### src/rtl/eeo_pkg.sv
`default_nettype none
// ----------------------------------------------------------------------------
// Elastic ease-out package
// Shared types, fixed-point constants and pipeline depths for the block.
// ----------------------------------------------------------------------------
package eeo_pkg;

	localparam int SINE_TABLE_BITS = 10;

	localparam int XQW = 20;
	localparam int NXW = 37;
	localparam int DXW = 17;
	localparam int PQW = SINE_TABLE_BITS + 2;
	localparam int NPW = SINE_TABLE_BITS + 22;
	localparam int DPW = 19;

	localparam int EXP_TERMS  = 9;
	localparam int EXP_STAGES = 3 * EXP_TERMS;
	localparam int MIX_STAGES = 4;
	localparam int LATENCY    = 1 + XQW + 1 + EXP_STAGES + 1 + MIX_STAGES;

	localparam logic [30:0] Q30_ONE = 31'h4000_0000;
	localparam logic [29:0] LN2_Q30 = 30'd744261118;
	localparam logic signed [33:0] SA1 = 34'sd1686629713;
	localparam logic signed [33:0] SA3 = -34'sd693598670;
	localparam logic signed [33:0] SA5 = 34'sd85569300;
	localparam logic signed [33:0] SA7 = -34'sd5026994;
	localparam logic signed [33:0] SA9 = 34'sd172272;

	typedef struct packed {
		logic signed [17:0] elapsed_time;
		logic        [15:0] duration;
		logic signed [31:0] start_value;
		logic signed [31:0] change_amount;
	} in_t;

	typedef struct packed {
		logic signed [31:0] eased_value;
		logic               saturated;
	} out_t;

	typedef enum logic [1:0] {
		MODE_HOLD,
		MODE_END,
		MODE_EASE
	} mode_t;

	typedef struct packed {
		mode_t              mode;
		logic signed [31:0] b;
		logic signed [31:0] c;
	} side_t;

	typedef struct packed {
		side_t            side;
		logic [NXW-1:0]   remx;
		logic [DXW-1:0]   dx;
		logic [XQW-1:0]   qx;
		logic [NPW-1:0]   remp;
		logic [DPW-1:0]   dp;
		logic [PQW-1:0]   qp;
	} div_t;

	typedef struct packed {
		side_t              side;
		logic [3:0]         k;
		logic [29:0]        ay;
		logic [30:0]        eacc;
		logic [60:0]        eprod;
		logic [30:0]        em;
		logic [30:0]        eq;
		logic [1:0]         quad;
		logic [30:0]        u;
		logic [30:0]        u2;
		logic signed [33:0] sacc;
		logic signed [65:0] sprod;
		logic signed [31:0] s;
	} wave_t;

	typedef struct packed {
		side_t              side;
		logic [30:0]        env;
		logic signed [31:0] s;
	} mix_t;

endpackage
`default_nettype wire

### src/rtl/eeo_div.sv
`default_nettype none
// ----------------------------------------------------------------------------
// Elastic ease-out divider
// Pipelined restoring division giving the rounded envelope and phase indices.
// ----------------------------------------------------------------------------
module eeo_div (
	input  logic          clk,
	input  logic          arst_n,
	input  logic          in_valid,
	input  eeo_pkg::in_t  in_item,
	output logic          out_valid,
	output eeo_pkg::div_t out_data
);
	import eeo_pkg::*;

	logic [XQW:0] vld_s;
	div_t         stage_s [0:XQW];
	div_t         first;

	always_comb begin
		logic [15:0]    t16;
		logic [NXW-1:0] tx;
		logic [NPW-1:0] tp;
		logic [NPW-1:0] dd;
		first = '0;
		t16 = in_item.elapsed_time[15:0];
		if (in_item.elapsed_time <= 18'sd0) begin
			first.side.mode = MODE_HOLD;
		end else if (in_item.duration == 16'd0 ||
				in_item.elapsed_time[16:0] >= {1'b0, in_item.duration}) begin
			first.side.mode = MODE_END;
		end else begin
			first.side.mode = MODE_EASE;
		end
		first.side.b = in_item.start_value;
		first.side.c = in_item.change_amount;
		tx = NXW'(t16) << 16;
		first.remx = (tx << 4) + (tx << 2) + NXW'(in_item.duration);
		first.dx = {in_item.duration, 1'b0};
		tp = NPW'(t16) << SINE_TABLE_BITS;
		dd = NPW'(in_item.duration);
		first.remp = (tp << 4) + (tp << 2) + (dd << 1) + dd;
		first.dp = (DPW'(in_item.duration) << 2) + (DPW'(in_item.duration) << 1);
	end

	always_ff @(posedge clk or negedge arst_n) begin
		if (!arst_n) begin
			vld_s <= '0;
		end else begin
			vld_s <= {vld_s[XQW-1:0], in_valid};
		end
	end

	always_ff @(posedge clk) begin
		stage_s[0] <= first;
	end

	for (genvar i = 0; i < XQW; i++) begin : g_bit
		localparam int J = XQW - 1 - i;
		div_t           nxt;
		logic [NXW-1:0] candx;
		logic [NPW-1:0] candp;

		always_comb begin
			nxt = stage_s[i];
			candx = NXW'(stage_s[i].dx) << J;
			candp = NPW'(stage_s[i].dp) << J;
			if (stage_s[i].remx >= candx) begin
				nxt.remx = stage_s[i].remx - candx;
				nxt.qx[J] = 1'b1;
			end
			if (J < PQW) begin
				if (stage_s[i].remp >= candp) begin
					nxt.remp = stage_s[i].remp - candp;
					nxt.qp[J % PQW] = 1'b1;
				end
			end
		end

		always_ff @(posedge clk) begin
			stage_s[i+1] <= nxt;
		end
	end

	assign out_valid = vld_s[XQW];
	assign out_data  = stage_s[XQW];

endmodule
`default_nettype wire

### config.mk
export PLATFORM = sky130hd
export DESIGN_NAME = eeo_div
export DESIGN_NICKNAME = d
export VERILOG_FILES = /design/src/rtl/eeo_pkg.sv /design/src/rtl/eeo_div.sv
export SDC_FILE = /design/constraint.sdc
export NUM_CORES = 2
export LEC_CHECK = 0
export BUFFER_PORTS_ARGS = -buffer_cell sky130_fd_sc_hd__buf_4
export CORE_MARGIN = 1.5
export CORE_UTILIZATION = 45
export CTS_CLUSTER_SIZE = 25
export DETAILED_ROUTE_END_ITERATION = 16
export GPL_ROUTABILITY_DRIVEN = 0
export SLEW_MARGIN = 30
export SYNTH_ARGS = -nofsm -noshare
export SYNTH_HDL_FRONTEND = slang
export SYNTH_MEMORY_MAX_BITS = 65536
export SYNTH_SLANG_ARGS = --single-unit
### constraint.sdc
create_clock -name clk -period 8 [get_ports clk]
set_input_delay 2 -clock clk [delete_from_list [all_inputs] [get_ports clk]]
set_output_delay 2 -clock clk [all_outputs]
set_load 0.02 [all_outputs]
==> results.txt <==
Synth Instances: 10.2k
Fmax: 0.194 GHz
Post-route ant nets: 0
HP Class: reg2reg
Post-CTS sizing: 0
Clock slew at reported path FFs: 0.06 ns
Die height: 507 um
Max-cap check violation count: 0
DP Cell Count: 13.7k
Final period utilization: 0.645
H-tree depth: 5
GRT overflow: 0
Die X: 507 um
Synth Register Bits: 3543
Sequential-to-total area share from yosys stat: 0.621
Worst skew pair latency: 0.94 ns
Final net count: 11.5k
Sw frac: 0.311
CP startpoint kind: primary input
Internal power: 0.0397 W
Clk_skew: 0.0554 ns
R2R Setup Slk: 3.89 ns
Hold Crit Start: stage_s[3][354]
CP Data Required Time: 8.83 ns
Synth async-reset ratio: 0.00593
Hold Crit Depth: 0
Clock sink total: 3543
Synth cell types: 94
R2R Path Start: stage_s[4][303]
Port-buffer cells: 302
Post-CTS setup repair buffer count: 0
Setup Viol. Count Final: 0
Initial antenna violation count: 1
Relative slew slack: 0.342
Warning count from the yosys run: 0
Sw Pwr: 0.0180 W
CTS max path bufs: 4
Layout cell share with drive strength beyond 1: 0.0997
Drt pass-1 iters: 8
Max Fanout on Critical Path: 5
Critical path type: in2reg
Combinational Power Share: 0.291
Status: finished clean
Hold_buf cts: 0
Clk root buf: clkbuf_16
Critical Path AT: 5.99 ns
Pin slew with the least headroom to its limit: 0.962 ns
Via density: 4.88
Post-synthesis cell area: 0.114 mm2
Vias in the first global route: 69.7k
I/O pin total: 305
Final hold vios: 0
RSZ-0062 raised after global routing: no
Global-route wire length before repair: 334000 um
Placed cell areas: 0.121 mm2
Top FF cell, synth: dfxtp_1
Fin crit period: 5.16 ns
WL final: 205000 um
Detail Placement HPWL: 150000 um
Vias: 70.1k
Core Area: 0.252 mm2
Synthesized area per cell: 11.2 um2
Largest net degree at the start of global routing: 40
Post-synth EDFFs: 0
P_leak: 58.0 nW
R2R cell count: 12
Drt wl/cell: 14.3 um
DRC: 0
Max Slew Vio Count: 0
Initial Utilization: 0.454
GR Util All Layers: 0.155
Full die area: 0.257 mm2
Maximum VDD drop: 0.219 mV
Num CTS Buffers: 363
Initial DRC Count: 3859
Worst Setup End Kind: flop
Post-route design area: 0.133 mm2
Sequential Power Share: 0.414
Row count: 184
Setup TNS: 0 ns
RR Endpoint: stage_s[4][535]
Synthesis-to-layout area growth: 16.3%
CTS tree: done
PD cells: 434 mW/mm2
Final std cells w/o fill: 14.4k
Clk pwr share: 0.295
Endpoint, Worst Hold: stage_s[3][557]
[power by group through the flow]
stage	Sequential, W	Clock [W]	Combinational, W
final	0.0239	0.0170	0.0168
after detailed placement	0.0243	0	0.0165
after global placement	0.0242	0	0.0160
after floorplan	0.0237	0	0.0129
after CTS	0.0239	0.0176	0.0166
after global routing	0.0243	0.0183	0.0187
[per-layer routing]
layer | wire length (um) | global-route usage
met4 | 8160 | 0.0712
met3 | 9450 | 0.0305
met1 | 88200 | 0.179
met2 | 99500 | 0.275
met5 | 0 | 0
[per-stage QoR]
stage / util / setup WS (ns) / hold slack (ns) / total power, W
final: 0.528 / 2.84 / 0.286 / 0.0577
after CTS: 0.528 / 2.93 / 0.286 / 0.0581
after floorplan: - / 2.59 / 0.310 / 0.0366
after global placement: 0.478 / 1.90 / 0.309 / 0.0402
after detailed placement: 0.478 / 1.86 / 0.312 / 0.0408
after global routing: 0.528 / 2.62 / 0.300 / 0.0614
[how the worst max path moves through the flow]
stage,startpoint,endpoint
after floorplan,in_item[77],stage_s[0][58]
after global placement,in_item[78],stage_s[0][58]
after detailed placement,in_item[78],stage_s[0][58]
after CTS,in_item[78],stage_s[0][58]
after global routing,in_item[78],stage_s[0][58]
final,in_item[78],stage_s[0][58]
[cells in the final DEF, fill, tap and decap left out, types with 28 or more instances in the layout]
| cell type | n |
|---|---|
| o21bai_1 | 48 |
| nor2_1 | 608 |
| or3_1 | 88 |
| xor2_1 | 353 |
| a21o_1 | 170 |
| o21ai_0 | 506 |
| clkbuf_1 | 62 |
| o31ai_1 | 66 |
| dfxtp_1 | 3522 |
| ha_1 | 644 |
| clkbuf_8 | 85 |
| o21a_1 | 97 |
| nor4_1 | 121 |
| a21boi_0 | 33 |
| mux2_2 | 96 |
| nor3_1 | 211 |
| nand4_1 | 95 |
| o31a_1 | 28 |
| nand2b_1 | 130 |
| and3_1 | 41 |
| inv_1 | 765 |
| nand3_1 | 142 |
| bufinv_16 | 40 |
| clkbuf_16 | 366 |
| a21oi_1 | 574 |
| nand2_1 | 565 |
| or2_2 | 29 |
| nor2b_1 | 109 |
| o211ai_1 | 41 |
| a31oi_1 | 58 |
| clkinv_2 | 48 |
| xnor2_1 | 365 |
| a211oi_1 | 43 |
| buf_4 | 326 |
| or4_1 | 42 |
| fa_1 | 61 |
[state kept, by name, indices dropped and copies added (netlist names)]
register / cells
stage_s: 3522
vld_s: 21
[worst max-delay path: stages]
cell      delay (ns)
buf_4           0.13
inv_1           0.22
fa_1            0.46
inv_1           0.09
fa_1            0.43
ha_1            0.33
nand4_1         0.20
o211a_1         0.29
a211oi_1        0.28
o21ai_0         0.17
o21ai_0         0.48
a41oi_1         0.32
nor4b_1         0.24
or3_1           0.36
[cells by family (layout without fill, tap and decap cells)]
family	count (synthesis)	in the layout	share of synthesized area
DFF	3543	3543	0.621
adders and majority gates	705	705	0.0811
other	1	4	0.0000328
xor gates and xnor gates	718	718	0.0550
and+or+nand+nor	2339	2339	0.102
buffers and inverters	911	1737	0.0306
AOI/OAI and AO/OA	1855	1855	0.100
muxes	109	109	0.0106
[synthesized netlist by cell type (34+ instances only)]
cell	n	area [um2]
a21oi_1	574	2870
o31ai_1	69	518
xnor2_1	365	3200
nand4_1	95	594
o21ai_0	507	2540
nor4_1	122	763
dfxtp_1	3522	70500
nand2_1	566	2120
nor2b_1	110	688
nand3_1	142	711
fa_1	61	1220
or4_1	42	315
clkbuf_1	112	420
nor2_1	608	2280
xor2_1	353	3090
o21bai_1	48	360
mux2_2	96	1080
or3_1	88	551
inv_1	766	2880
nor3_1	213	1070
ha_1	644	8060
nand2b_1	130	813
a31oi_1	58	363
o211ai_1	41	308
and3_1	41	257
o21a_1	97	728
a211oi_1	43	323
a21boi_0	34	255
a21o_1	170	1280
[layout make-up]
type                       instances  area, um2
antenna                            2       5.00
clock buffer                     513      10600
clock inverter                   128       1910
fill                           21400     119000
inverter                         767       2880
multi-input combinational       5728      40000
sequential                      3543      71000
tap                             3348       4190
timing repair buffer             329       2480
Power figures use the tool's default switching activity.
